--- config.mk ---
export PLATFORM = sky130hd
export DESIGN_NAME = keyed_accumulator_evict_min_table
export DESIGN_NICKNAME = d
export VERILOG_FILES = /design/src/kaemt_pkg.sv /design/src/keyed_accumulator_evict_min_table.sv /design/src/kaemt_store.sv /design/src/kaemt_scale.sv
export SDC_FILE = /design/constraint.sdc
export NUM_CORES = 2
export LEC_CHECK = 0
export ABC_AREA = 0
export BUFFER_PORTS_ARGS = -buffer_cell sky130_fd_sc_hd__clkbuf_2
export CELL_PAD_IN_SITES_DETAIL_PLACEMENT = 0
export CELL_PAD_IN_SITES_GLOBAL_PLACEMENT = 1
export CORE_ASPECT_RATIO = 1.25
export CORE_MARGIN = 2
export CORE_UTILIZATION = 50
export DETAILED_ROUTE_END_ITERATION = 7
export PLACE_DENSITY_LB_ADDON = 0.08
export SETUP_SLACK_MARGIN = 0.15
export SLEW_MARGIN = 20
export SYNTH_ARGS = -nofsm -noshare
export SYNTH_HDL_FRONTEND = slang
export SYNTH_HIERARCHICAL = 1
export SYNTH_SLANG_ARGS = --single-unit
--- constraint.sdc ---
create_clock -name clk -period 12.65 [get_ports clk]
set_input_delay 1.265 -clock clk [delete_from_list [all_inputs] [get_ports clk]]
set_output_delay 1.265 -clock clk [all_outputs]
set_load 0.02 [all_outputs]
--- src/kaemt_pkg.sv ---
package kaemt_pkg;

    // Operation codes carried on the op field
    localparam logic [1:0] OP_ADD    = 2'd0;
    localparam logic [1:0] OP_REMOVE = 2'd1;
    localparam logic [1:0] OP_SCALE  = 2'd2;
    localparam logic [1:0] OP_QUERY  = 2'd3;

    // 64-bit signed limits
    localparam logic [63:0] VAL_MAX = 64'h7FFF_FFFF_FFFF_FFFF;
    localparam logic [63:0] VAL_MIN = 64'h8000_0000_0000_0000;

    // One table entry as held in the store
    typedef struct packed {
        logic [31:0] key;
        logic [63:0] value;
    } entry_t;

    // Signed add that clamps at the 64-bit limits
    function automatic logic [63:0] sat_add(input logic [63:0] a, input logic [63:0] b);
        logic [63:0] s;
        s = a + b;
        if ((a[63] == b[63]) && (s[63] != a[63]))
        begin
            return a[63] ? VAL_MIN : VAL_MAX;
        end
        return s;
    endfunction

endpackage

--- src/keyed_accumulator_evict_min_table.sv ---
// Keyed accumulator table with minimum eviction.
// Input channel: in_valid / in_stall with op, key, amount, factor. A request is
// taken when in_valid is high and in_stall is low; in_stall is high while a
// request is being worked on.
// Output channel: out_valid / out_stall with top_valid, top_key, entry_count,
// evicted; one result per request, held stable while out_stall is high.
// Each request scans the occupied entries of the table memory (one entry a
// cycle through its single read port) for a key match, the minimum and the
// last entry, writes back at most one entry, then scans the updated table for
// the maximum. On an empty table the match scan is skipped. A scale request
// that hits also runs the shared 32x16 multiplier before its write-back.
// The next request can be taken once the current result has moved into the
// output register.
// A result waiting in the output register does not block acceptance of the
// next request; the block only waits at the end of that request if the
// earlier result is still stalled.
// Reset clears the entry count and control state; memory contents are not
// cleared since only occupied slots are ever read.
module keyed_accumulator_evict_min_table
    import kaemt_pkg::*;
#(
    parameter int CAPACITY = 16
)
(
    input  logic        clk,
    input  logic        rst_n,
    input  logic        in_valid,
    output logic        in_stall,
    input  logic [1:0]  op,
    input  logic [31:0] key,
    input  logic [63:0] amount,
    input  logic [15:0] factor,
    output logic        out_valid,
    input  logic        out_stall,
    output logic        top_valid,
    output logic [31:0] top_key,
    output logic [4:0]  entry_count,
    output logic        evicted
);

    localparam int IW = (CAPACITY > 1) ? $clog2(CAPACITY) : 1;
    localparam int CW = $clog2(CAPACITY + 1);

    typedef enum logic [5:0] {
        S_IDLE = 6'b000001,
        S_SCAN = 6'b000010,
        S_MOD  = 6'b000100,
        S_MUL  = 6'b001000,
        S_TOP  = 6'b010000,
        S_PUSH = 6'b100000
    } state_t;

    state_t        state_reg, state_next;
    logic [CW-1:0] count_reg, count_next;
    logic [CW-1:0] addr_reg, addr_next;
    logic          rd_vld_reg;
    logic [IW-1:0] rd_idx_reg;

    logic [1:0]    op_reg;
    logic [31:0]   key_reg;
    logic [63:0]   amount_reg;
    logic [15:0]   factor_reg;

    logic          found_reg;
    logic [IW-1:0] match_idx_reg;
    logic [63:0]   match_val_reg;
    logic [IW-1:0] min_idx_reg;
    logic [63:0]   min_val_reg;
    logic [31:0]   last_key_reg;
    logic [63:0]   last_val_reg;
    logic [63:0]   max_val_reg;
    logic [31:0]   max_key_reg;
    logic          ev_reg;

    logic          out_valid_reg;
    logic          top_valid_reg;
    logic [31:0]   top_key_reg;
    logic [4:0]    entry_count_reg;
    logic          evicted_reg;

    logic          accept;
    logic          issue;
    logic          last_hit;
    logic          out_free;
    logic          ev_set;
    logic          wr_en;
    logic [IW-1:0] wr_addr;
    entry_t        wr_data;
    entry_t        rd_data;
    logic          scl_start;
    logic          scl_done;
    logic [63:0]   scl_result;

    assign accept   = in_valid && !in_stall;
    assign in_stall = (state_reg != S_IDLE);
    assign out_free = !out_valid_reg || !out_stall;

    // Scan read issue, shared by the match scan and the maximum scan
    assign issue    = ((state_reg == S_SCAN) || (state_reg == S_TOP)) && (addr_reg < count_reg);
    assign last_hit = rd_vld_reg && (CW'(rd_idx_reg) == (count_reg - CW'(1)));

    kaemt_store #(
        .DEPTH (CAPACITY),
        .AW    (IW)
    ) u_store (
        .clk     (clk),
        .wr_en   (wr_en),
        .wr_addr (wr_addr),
        .wr_data (wr_data),
        .rd_en   (issue),
        .rd_addr (addr_reg[IW-1:0]),
        .rd_data (rd_data)
    );

    kaemt_scale u_scale (
        .clk    (clk),
        .rst_n  (rst_n),
        .start  (scl_start),
        .value  (match_val_reg),
        .factor (factor_reg),
        .done   (scl_done),
        .result (scl_result)
    );

    // Sequencer and write-back decision
    always_comb
    begin
        state_next = state_reg;
        count_next = count_reg;
        addr_next  = addr_reg;
        wr_en      = 1'b0;
        wr_addr    = match_idx_reg;
        wr_data    = '{key: key_reg, value: amount_reg};
        ev_set     = 1'b0;
        scl_start  = 1'b0;
        unique case (state_reg)
            S_IDLE:
            begin
                if (accept)
                begin
                    addr_next  = '0;
                    state_next = (count_reg == '0) ? S_MOD : S_SCAN;
                end
            end
            S_SCAN:
            begin
                if (issue)
                begin
                    addr_next = addr_reg + CW'(1);
                end
                if (last_hit)
                begin
                    state_next = S_MOD;
                end
            end
            S_MOD:
            begin
                addr_next  = '0;
                state_next = S_TOP;
                case (op_reg)
                    OP_ADD:
                    begin
                        wr_en = 1'b1;
                        if (found_reg)
                        begin
                            wr_data.value = sat_add(match_val_reg, amount_reg);
                        end
                        else if (count_reg < CW'(CAPACITY))
                        begin
                            wr_addr    = count_reg[IW-1:0];
                            count_next = count_reg + CW'(1);
                        end
                        else
                        begin
                            wr_addr = min_idx_reg;
                            ev_set  = 1'b1;
                        end
                    end
                    OP_REMOVE:
                    begin
                        if (found_reg)
                        begin
                            wr_en      = 1'b1;
                            wr_data    = '{key: last_key_reg, value: last_val_reg};
                            count_next = count_reg - CW'(1);
                        end
                    end
                    OP_SCALE:
                    begin
                        if (found_reg)
                        begin
                            scl_start  = 1'b1;
                            state_next = S_MUL;
                        end
                    end
                    default:
                    begin
                        // query: table unchanged
                    end
                endcase
            end
            S_MUL:
            begin
                if (scl_done)
                begin
                    wr_en         = 1'b1;
                    wr_data.value = scl_result;
                    state_next    = S_TOP;
                end
            end
            S_TOP:
            begin
                if (issue)
                begin
                    addr_next = addr_reg + CW'(1);
                end
                if ((count_reg == '0) || last_hit)
                begin
                    state_next = S_PUSH;
                end
            end
            S_PUSH:
            begin
                if (out_free)
                begin
                    state_next = S_IDLE;
                end
            end
            default:
            begin
                state_next = S_IDLE;
            end
        endcase
    end

    // Control registers
    always_ff @(posedge clk or negedge rst_n)
    begin
        if (!rst_n)
        begin
            state_reg     <= S_IDLE;
            count_reg     <= '0;
            addr_reg      <= '0;
            rd_vld_reg    <= 1'b0;
            found_reg     <= 1'b0;
            ev_reg        <= 1'b0;
            out_valid_reg <= 1'b0;
        end
        else
        begin
            state_reg  <= state_next;
            count_reg  <= count_next;
            addr_reg   <= addr_next;
            rd_vld_reg <= issue;
            if (accept)
            begin
                found_reg <= 1'b0;
                ev_reg    <= 1'b0;
            end
            else if ((state_reg == S_SCAN) && rd_vld_reg && !found_reg
                     && (rd_data.key == key_reg))
            begin
                found_reg <= 1'b1;
            end
            else if (state_reg == S_MOD)
            begin
                ev_reg <= ev_set;
            end
            if ((state_reg == S_PUSH) && out_free)
            begin
                out_valid_reg <= 1'b1;
            end
            else if (!out_stall)
            begin
                out_valid_reg <= 1'b0;
            end
        end
    end

    // Request capture and scan tracking
    always_ff @(posedge clk)
    begin
        rd_idx_reg <= addr_reg[IW-1:0];
        if (accept)
        begin
            op_reg     <= op;
            key_reg    <= key;
            amount_reg <= amount;
            factor_reg <= factor;
        end
        // match, minimum and last entry
        if ((state_reg == S_SCAN) && rd_vld_reg)
        begin
            if (!found_reg && (rd_data.key == key_reg))
            begin
                match_idx_reg <= rd_idx_reg;
                match_val_reg <= rd_data.value;
            end
            if ((rd_idx_reg == '0) || ($signed(rd_data.value) < $signed(min_val_reg)))
            begin
                min_idx_reg <= rd_idx_reg;
                min_val_reg <= rd_data.value;
            end
            if (last_hit)
            begin
                last_key_reg <= rd_data.key;
                last_val_reg <= rd_data.value;
            end
        end
        // maximum, lowest index wins ties
        if ((state_reg == S_TOP) && rd_vld_reg)
        begin
            if ((rd_idx_reg == '0) || ($signed(rd_data.value) > $signed(max_val_reg)))
            begin
                max_val_reg <= rd_data.value;
                max_key_reg <= rd_data.key;
            end
        end
        // result register
        if ((state_reg == S_PUSH) && out_free)
        begin
            top_valid_reg   <= (count_reg != '0);
            top_key_reg     <= (count_reg != '0) ? max_key_reg : 32'd0;
            entry_count_reg <= 5'(count_reg);
            evicted_reg     <= ev_reg;
        end
    end

    assign out_valid   = out_valid_reg;
    assign top_valid   = top_valid_reg;
    assign top_key     = top_key_reg;
    assign entry_count = entry_count_reg;
    assign evicted     = evicted_reg;

endmodule

--- src/kaemt_store.sv ---
module kaemt_store
    import kaemt_pkg::*;
#(
    parameter int DEPTH = 16,
    parameter int AW    = (DEPTH > 1) ? $clog2(DEPTH) : 1
)
(
    input  logic          clk,
    input  logic          wr_en,
    input  logic [AW-1:0] wr_addr,
    input  entry_t        wr_data,
    input  logic          rd_en,
    input  logic [AW-1:0] rd_addr,
    output entry_t        rd_data
);

    entry_t mem [DEPTH];
    entry_t rd_data_reg;

    // Single write port
    always_ff @(posedge clk)
    begin
        if (wr_en)
        begin
            mem[wr_addr] <= wr_data;
        end
    end

    // Registered read port
    always_ff @(posedge clk)
    begin
        if (rd_en)
        begin
            rd_data_reg <= mem[rd_addr];
        end
    end

    assign rd_data = rd_data_reg;

endmodule

--- src/kaemt_scale.sv ---
module kaemt_scale
    import kaemt_pkg::*;
(
    input  logic        clk,
    input  logic        rst_n,
    input  logic        start,
    input  logic [63:0] value,
    input  logic [15:0] factor,
    output logic        done,
    output logic [63:0] result
);

    typedef enum logic [4:0] {
        SC_IDLE = 5'b00001,
        SC_LO   = 5'b00010,
        SC_HI   = 5'b00100,
        SC_SUM  = 5'b01000,
        SC_FIN  = 5'b10000
    } scale_state_t;

    scale_state_t state_reg, state_next;
    logic        done_reg;
    logic        neg_reg;
    logic [63:0] mv_reg;
    logic [15:0] mf_reg;
    logic [47:0] p0_reg;
    logic [47:0] p1_reg;
    logic [79:0] sum_reg;
    logic [63:0] result_reg;

    logic [31:0] mul_a;
    logic [47:0] prod;
    logic [63:0] m;
    logic [63:0] sat_val;

    // One 32x16 multiplier, shared by the low and high halves
    assign mul_a = (state_reg == SC_LO) ? mv_reg[31:0] : mv_reg[63:32];
    assign prod  = {16'd0, mul_a} * {32'd0, mf_reg};

    // Drop the Q8.8 fraction, clamp, restore sign
    assign m = sum_reg[71:8];
    always_comb
    begin
        if (sum_reg[79:72] != 8'd0)
        begin
            sat_val = neg_reg ? VAL_MIN : VAL_MAX;
        end
        else if (neg_reg)
        begin
            sat_val = m[63] ? VAL_MIN : (64'd0 - m);
        end
        else
        begin
            sat_val = m[63] ? VAL_MAX : m;
        end
    end

    // Sequencer
    always_comb
    begin
        state_next = state_reg;
        unique case (state_reg)
            SC_IDLE: if (start) state_next = SC_LO;
            SC_LO:   state_next = SC_HI;
            SC_HI:   state_next = SC_SUM;
            SC_SUM:  state_next = SC_FIN;
            SC_FIN:  state_next = SC_IDLE;
            default: state_next = SC_IDLE;
        endcase
    end

    always_ff @(posedge clk or negedge rst_n)
    begin
        if (!rst_n)
        begin
            state_reg <= SC_IDLE;
            done_reg  <= 1'b0;
        end
        else
        begin
            state_reg <= state_next;
            done_reg  <= (state_reg == SC_FIN);
        end
    end

    // Datapath
    always_ff @(posedge clk)
    begin
        if ((state_reg == SC_IDLE) && start)
        begin
            neg_reg <= value[63] ^ factor[15];
            mv_reg  <= value[63] ? (64'd0 - value) : value;
            mf_reg  <= factor[15] ? (16'd0 - factor) : factor;
        end
        if (state_reg == SC_LO)
        begin
            p0_reg <= prod;
        end
        if (state_reg == SC_HI)
        begin
            p1_reg <= prod;
        end
        if (state_reg == SC_SUM)
        begin
            sum_reg <= {p1_reg, 32'd0} + {32'd0, p0_reg};
        end
        if (state_reg == SC_FIN)
        begin
            result_reg <= sat_val;
        end
    end

    assign done   = done_reg;
    assign result = result_reg;

endmodule

After elaboration in Yosys (flattened, before gate mapping):

Memory sizes are Yosys's and may differ from the RTL's. A register that Yosys moved wholly into a read port is not among the register bits.
Cells that the tools add are included.

* word-level logic and storage cells: 180
* memories: 1
* latch bits: 0
* memory bits (writable): 1536
* register bits: 832
* ROM bits: 0
* input bits: 118

Memories
* u_store.mem: depth 16, bits a word 96, read ports 1, clocked after Yosys merged registers in 1, write ports 1, RTL line kaemt_store.sv:17 `entry_t mem [DEPTH];`

* bitwise logic cells: 1
* reductions and logical operators: 38
* mux-type cells: 62
* add/sub/neg operators: 8
* div/mod/pow operators: 0
* equality and inequality tests: 30
* shift-type cells: 0
* $mul: 1
* magnitude comparators: 4

Operators by type and width (number)
* $mux W64: 9
* $pmux W64 S2: 2
* $sub A1 B64 Y64 const A: 2
* $mux W63: 2
* $mux W32: 3
* $mux W96: 1
* $add A80 B48 Y80: 1
* $add A64 B64 Y64: 1
* $gt A64 B64 Y1: 1
* $lt A64 B64 Y1: 1
* $mul A32 B16 Y48: 1
* $mux W5: 8
* $pmux W6 S6: 1
* $eq A32 B32 Y1: 1
* $mux W6: 5
* $mux W1: 20
* $pmux W5 S4: 1
* $mux W4: 4
* $ne A2 B2 Y1 const B: 8
* $sub A1 B16 Y16 const A: 1
* $mux W15: 1
* $pmux W5 S3: 1
* $logic_and A1 B1 Y1: 11
* $add A5 B1 Y5 const B: 2
* other kinds (38): 56

Depth between registers and ports, before layout:

* word-level depth: 11
* mapped depth: 29

Cells and area by module:

Netlist, hierarchy kept.

By module, submodules not included
* kaemt_store: instances 1, area an instance 60316.6 µm², cells each 2460, sequential area each 49007.0 µm²
* kaemt_scale: instances 1, area an instance 30907.1 µm², cells each 3049, sequential area each 9310.2 µm²
* keyed_accumulator_evict_min_table: instances 1, area an instance 26975.9 µm², cells each 2338, sequential area each 15025.7 µm²

Least setup slack after synthesis:

Ideal clock, no wire load.

* path type: register to register
* start point: reg op_reg[0]
* end point: mem u_store/mem[0][0] (netlist name), enable pin
* clock period less this slack: 9404 ps
* arrival: 8736 ps
* required time: 11982 ps
* library setup time: 668 ps
* path buffers: 4
* stages on the path, launching flop included: 10
* slack: 3246 ps
* path through: edfxtp_1 clkbuf_1 a21oi_1 clkbuf_1 clkbuf_1 buf_1 nand2_1 nand2_1 or3b_2 nor3_1

* cells in the longest elaborated chain, start to end: 5
* elaborated cells between the ends (all ways): 8
* classes of those cells: eq/ne (1); mux (6); reduce/logical (1)

Ends and longest elaborated chain
* from (decl): RTL line keyed_accumulator_evict_min_table.sv:59 `logic [1:0] op_reg;`
* from (signal assigned): RTL line keyed_accumulator_evict_min_table.sv:286 `op_reg <= op;`
* $eq A2 B1 Y1 / $logic_not A2 Y1 (equally long branches): RTL line keyed_accumulator_evict_min_table.sv:160 `case (op_reg)`
* $pmux W1 S2 *: RTL line keyed_accumulator_evict_min_table.sv:160
* $pmux W1 S2 *: RTL line keyed_accumulator_evict_min_table.sv:136 `unique case (state_reg)`
* named net wr_en: RTL line keyed_accumulator_evict_min_table.sv:86 `logic wr_en;`
* $mux W1 *: RTL line kaemt_store.sv:23 `if (wr_en)`
* $mux W1 (not written as such) *: RTL line kaemt_store.sv:25 `mem[wr_addr] <= wr_data;`
* to (decl): RTL line kaemt_store.sv:17

The timed path passes the listed nets; every way through them passes the cells marked *.

Final worst setup path:

* start point: reg u_scale.state_reg[0]
* end point: reg u_scale.p1_reg[43] (data pin)

* cells in the longest elaborated chain, start to end: 3

Ends and longest elaborated chain
* from (decl): RTL line kaemt_scale.sv:21 `scale_state_t state_reg, state_next;`
* from (signal assigned): RTL line kaemt_scale.sv:81 `state_reg <= state_next;`
* $eq A5 B2 Y1: RTL line kaemt_scale.sv:37 `assign mul_a = (state_reg == SC_LO) ? mv_reg[31:0] : mv_reg[63:32];`
* $mux W32: RTL line kaemt_scale.sv:37
* $mul A32 B16 Y48: RTL line kaemt_scale.sv:38 `assign prod = {16'd0, mul_a} * {32'd0, mf_reg};`
* named net u_scale.prod[43]: RTL line kaemt_scale.sv:32 `logic [47:0] prod;`
* to (signal assigned): RTL line kaemt_scale.sv:101 `p1_reg <= prod;`
* to (decl): RTL line kaemt_scale.sv:27 `logic [47:0] p1_reg;`

The timed path passes the listed nets, and every way through them passes these cells.
A chain may end at the register's enable or synchronous reset.

==> impl_summary.log <==
[metrics] slowest stage delay, CP: just over 0.8 ns
[metrics] die span in y: between 500 and 600 um
[metrics] proportion of synthesized flip-flops having asynchronous set or reset: 1.06%
[metrics] Crit Reg-Reg Startpoint: u_scale/state_reg[0]$_DFFE_PN1P_
[metrics] Setup crit end kind: flop
[metrics] count of port buffers added during placement: approximately 160
[metrics] Layout Skew: ~0.084 ns
[metrics] critical setup path kind: flop to flop
[metrics] Std-Cell Rows: a little under 200
[metrics] worst hold margin: ~0.42 ns
[metrics] number of cells produced by synthesis: 7847
[metrics] clk slew on worst S/H paths: approximately 0.070 ns
[metrics] crit path cell chain: nor3_1 -> nand2_1 -> nor2_4 -> mux2_2 -> and2_1 -> fa_1 -> fa_1 -> fa_1 -> fa_1 -> fa_1 -> inv_1 -> fa_1 -> inv_1 -> ha_1 -> a21oi_1 -> o211ai_1 -> a211oi_1 -> nand3_1 -> a21oi_1 -> o21ai_0 -> and3_1 -> a211oi_1
[metrics] Worst Setup Start Kind: flop
[metrics] total power consumption of the routed design: 15.8 mW
[metrics] sw frac: approximately 19%
[metrics] clock latency at the later pin of the worst-skew pair: 0.92 ns
[metrics] most frequent standard cell in the layout excluding fill and tap cells: edfxtp_1
[metrics] CTS tree: yes
[metrics] FF-to-FF path depth: 22
[metrics] routed length per placed instance: 31.3 um
[metrics] post-route antenna net violation count: 0
[metrics] synthesized flop and latch total: between 2000 and 2500
[metrics] share of total power in the clock network: ~44%
[metrics] internal reg-to-reg setup slack: 3.88 ns
[metrics] outcome: complete, but fails checks
[metrics] number of filler cells placed in the layout: approximately 19000
[metrics] Post-CTS Setup Bufs: 0
[metrics] violations in the final reports: design-rule violations
[metrics] cell-internal power: roughly 13 mW
[metrics] DIE AREA: between 0.2 and 0.25 mm2
[metrics] Least-Margin Pin Slew: ~1.1 ns
[metrics] fin nets: just under 9000
[metrics] setup repair after global routing missed its margin: false
[metrics] post-synthesis instance area: ~0.12 mm2
[metrics] DIE WIDTH: ~440 um
[metrics] endpoints failing hold: 0
[metrics] setup slack after placement: 3.86 ns
[metrics] clk sinks: around 2400
[metrics] initial core utilization: about half
[metrics] vias in the first global route: slightly above 70000
[metrics] layout cell share with drive strength beyond 1: 14.8%
[metrics] power per cell area: 121 mW/mm2
[metrics] Remaining Overflow, GRT: 0
[metrics] number of synthesis warnings: 6
[metrics] ratio of final minimum period to clock period: a little over two thirds
[metrics] stages on the worst setup path: 22
[metrics] flip-flop count of the largest register, all copies and words added: 1536
[metrics] number of remaining DRC errors: 6
[metrics] clock root buffer: clkbuf_16
[metrics] antenna violations before repair: 9
[metrics] DRT Wirelength: between 300000 and 400000 um
[metrics] routability congestion estimate: ~0.96
[metrics] proportion of power drawn by flip-flops and latches: 55.6%
[metrics] area grow syn2layout: 10.4%
[metrics] Mean Syn Cell Area: around 15 um2
[metrics] CP most frequent cell: fa_1
[metrics] leakage power of the design: ~45 nW
[metrics] net count after synthesis: a little under 9000
[metrics] number of vias per cell after detailed routing: 6.06
[metrics] combinational fraction of design power: less than 1%
[metrics] classification of the worst-slack hold path: flop to flop
[metrics] Tmin final: roughly 9 ns
[metrics] CTS H-tree depth: 4
[metrics] maximum number of pins on one net before global-route repair: 128
[metrics] global-route wire length before repair: between 500000 and 600000 um
[metrics] number of buffers created by CTS: 241
[metrics] Max Slew Vio Count: 0
[metrics] routed via count: between 60000 and 70000
[metrics] Max-Slew Margin vs Limit: a little under a quarter
[metrics] net load switching power: about 3.1 mW
[metrics] register area share after synthesis: slightly above 60%
[metrics] I/O pin total: ~160
[metrics] Floorplan Core Area: around 0.24 mm2
[metrics] Resize count post-CTS: 0
[metrics] sum of negative setup slack: 0 ns
[metrics] Worst Setup EP: u_scale/p1_reg[43]$_DFFE_PN_
[metrics] aggregate global-route resource usage: 29.7%
[metrics] Required @ worst endpoint: 13.30 ns
[metrics] crit path from: u_scale/state_reg[0]$_DFFE_PN1P_
[metrics] number of hold buffers added after CTS: 0
[metrics] f_max: around 0.11 GHz
[metrics] cell class contributing the biggest share of worst-path delay: adder cells
[metrics] CTS Buffer Depth: 4
[metrics] Maximum Capacitance Violations: 0
[metrics] final HPWL from detailed placement: ~240000 um
[metrics] commonest cells after routing, fill and taps aside: edfxtp_1 (2418), inv_1 (650), nand2_1 (626)
[metrics] violation count after the first detailed-route iteration: 6626
[metrics] synth unique cells: 94
[metrics] maximum fanout encountered on the critical timing path: 33
[metrics] highest ir drop seen on vdd: 131 uV
[metrics] dominant register cell in the synthesized netlist: edfxtp_1
[metrics] setup ws final: about 3.9 ns
[metrics] number of synthesized flops with an enable pin: roughly 2400
[metrics] final core area utilization: between 50 and 60%
[metrics] Crit Reg-Reg Endpoint: u_scale/p1_reg[43]$_DFFE_PN_
[metrics] arrival time at the worst endpoint: 9.43 ns
[metrics] Bufs and invs on worst path: 2
[metrics] First-pass DRT Iterations: 8
[metrics] Max stage delay cell, worst path: nor2_4
[metrics] setup-violating endpoint count in the final report: 0
-- worst min path at each step --
| stage | cells past startpoint | end | slack, ns | start |
|---|---|---|---|---|
| 2_1_floorplan | 0 | u_scale/sum_reg[10]$_DFFE_PP_ | 0.40 | u_scale/p0_reg[10]$_DFFE_PP_ |
| 3_3_place_gp | 0 | u_scale/sum_reg[9]$_DFFE_PP_ | 0.40 | u_scale/p0_reg[9]$_DFFE_PP_ |
| 3_5_place_dp | 0 | u_scale/sum_reg[10]$_DFFE_PP_ | 0.40 | u_scale/p0_reg[10]$_DFFE_PP_ |
| 4_1_cts | 0 | u_scale/sum_reg[21]$_DFFE_PP_ | 0.40 | u_scale/p0_reg[21]$_DFFE_PP_ |
| 5_1_grt | 0 | u_scale/sum_reg[21]$_DFFE_PP_ | 0.40 | u_scale/p0_reg[21]$_DFFE_PP_ |
| 6_report | 0 | u_scale/sum_reg[18]$_DFFE_PP_ | 0.42 | u_scale/p0_reg[18]$_DFFE_PP_ |
-- metrics by stage --
step	instance area, um2	instances
floorplan	118000	7847
CTS	130000	11400
finish	131000	11400
global placement	123000	10900
detailed placement	123000	10900
global route	131000	11400
-- cells by family (layout without fill, tap and decap cells) --
family / after synthesis / count (layout) / share of synthesized area [%]
and+or+nand+nor: 1679 / 1679 / 6.89
DFF: 2448 / 2448 / 62.0
muxes: 463 / 463 / 8.05
AOI/OAI and AO/OA: 1189 / 1189 / 6.66
other: 0 / 5 / 0
buffers and inverters: 1009 / 1410 / 3.43
xor gates and xnor gates: 303 / 303 / 2.25
adders and majority gates: 756 / 756 / 10.7
-- power groups by stage --
stage	Clock (mW)	Combinational (mW)	Sequential, mW
after floorplan	0	0.0000242	8.95
after global placement	0	0.0241	8.95
after detailed placement	0	0.0242	8.95
after CTS	7.09	0.0245	8.78
after global routing	7.38	0.0263	8.77
final	6.98	0.0243	8.78
-- area by class of cell --
cell class,instances,area (um2),share of cell area [%]
diodes,5,12.5,0.00958
inverters,652,2450,1.88
multi-input cells,4390,41200,31.5
flip-flops and latches,2448,73400,56.2
well taps,3115,3900,2.99
repair buffers,324,2100,1.61
clock inverters,153,1350,1.03
clock buffers,281,6210,4.76
-- metal layers --
layer | vias to the layer above | wire (um) | GRT usage (%)
met4 | 0 | 22300 | 15.9
met1 | 36100 | 132000 | 36.4
met5 | - | 0 | 0
li1 | 29700 | - | -
met3 | 621 | 18500 | 3.00
met2 | 2408 | 183000 | 52.0
-- synth_stat cells (29+ instances only) --
master	count	share of area, %
nand3_1	79	0.33
a21o_1	87	0.55
o21a_1	30	0.19
nand2_1	628	2.0
o21ai_0	231	0.98
a211oi_1	31	0.20
inv_1	651	2.1
fa_1	420	7.1
a21oi_1	265	1.1
o21bai_1	29	0.18
xor2_1	112	0.83
clkbuf_1	258	0.82
or3_1	41	0.22
nor2_1	304	0.97
ha_1	336	3.6
mux4_2	384	7.3
a22oi_1	213	1.4
nand2b_1	34	0.18
edfxtp_1	2418	61
o22ai_1	44	0.23
o31ai_1	35	0.22
o221ai_1	34	0.25
xnor2_1	191	1.4
mux2_2	65	0.62
buf_1	40	0.13
and2_1	255	1.3
nand4_1	74	0.39
nor3_1	76	0.32
and3_1	39	0.21
(Power assumes the default switching activity.)
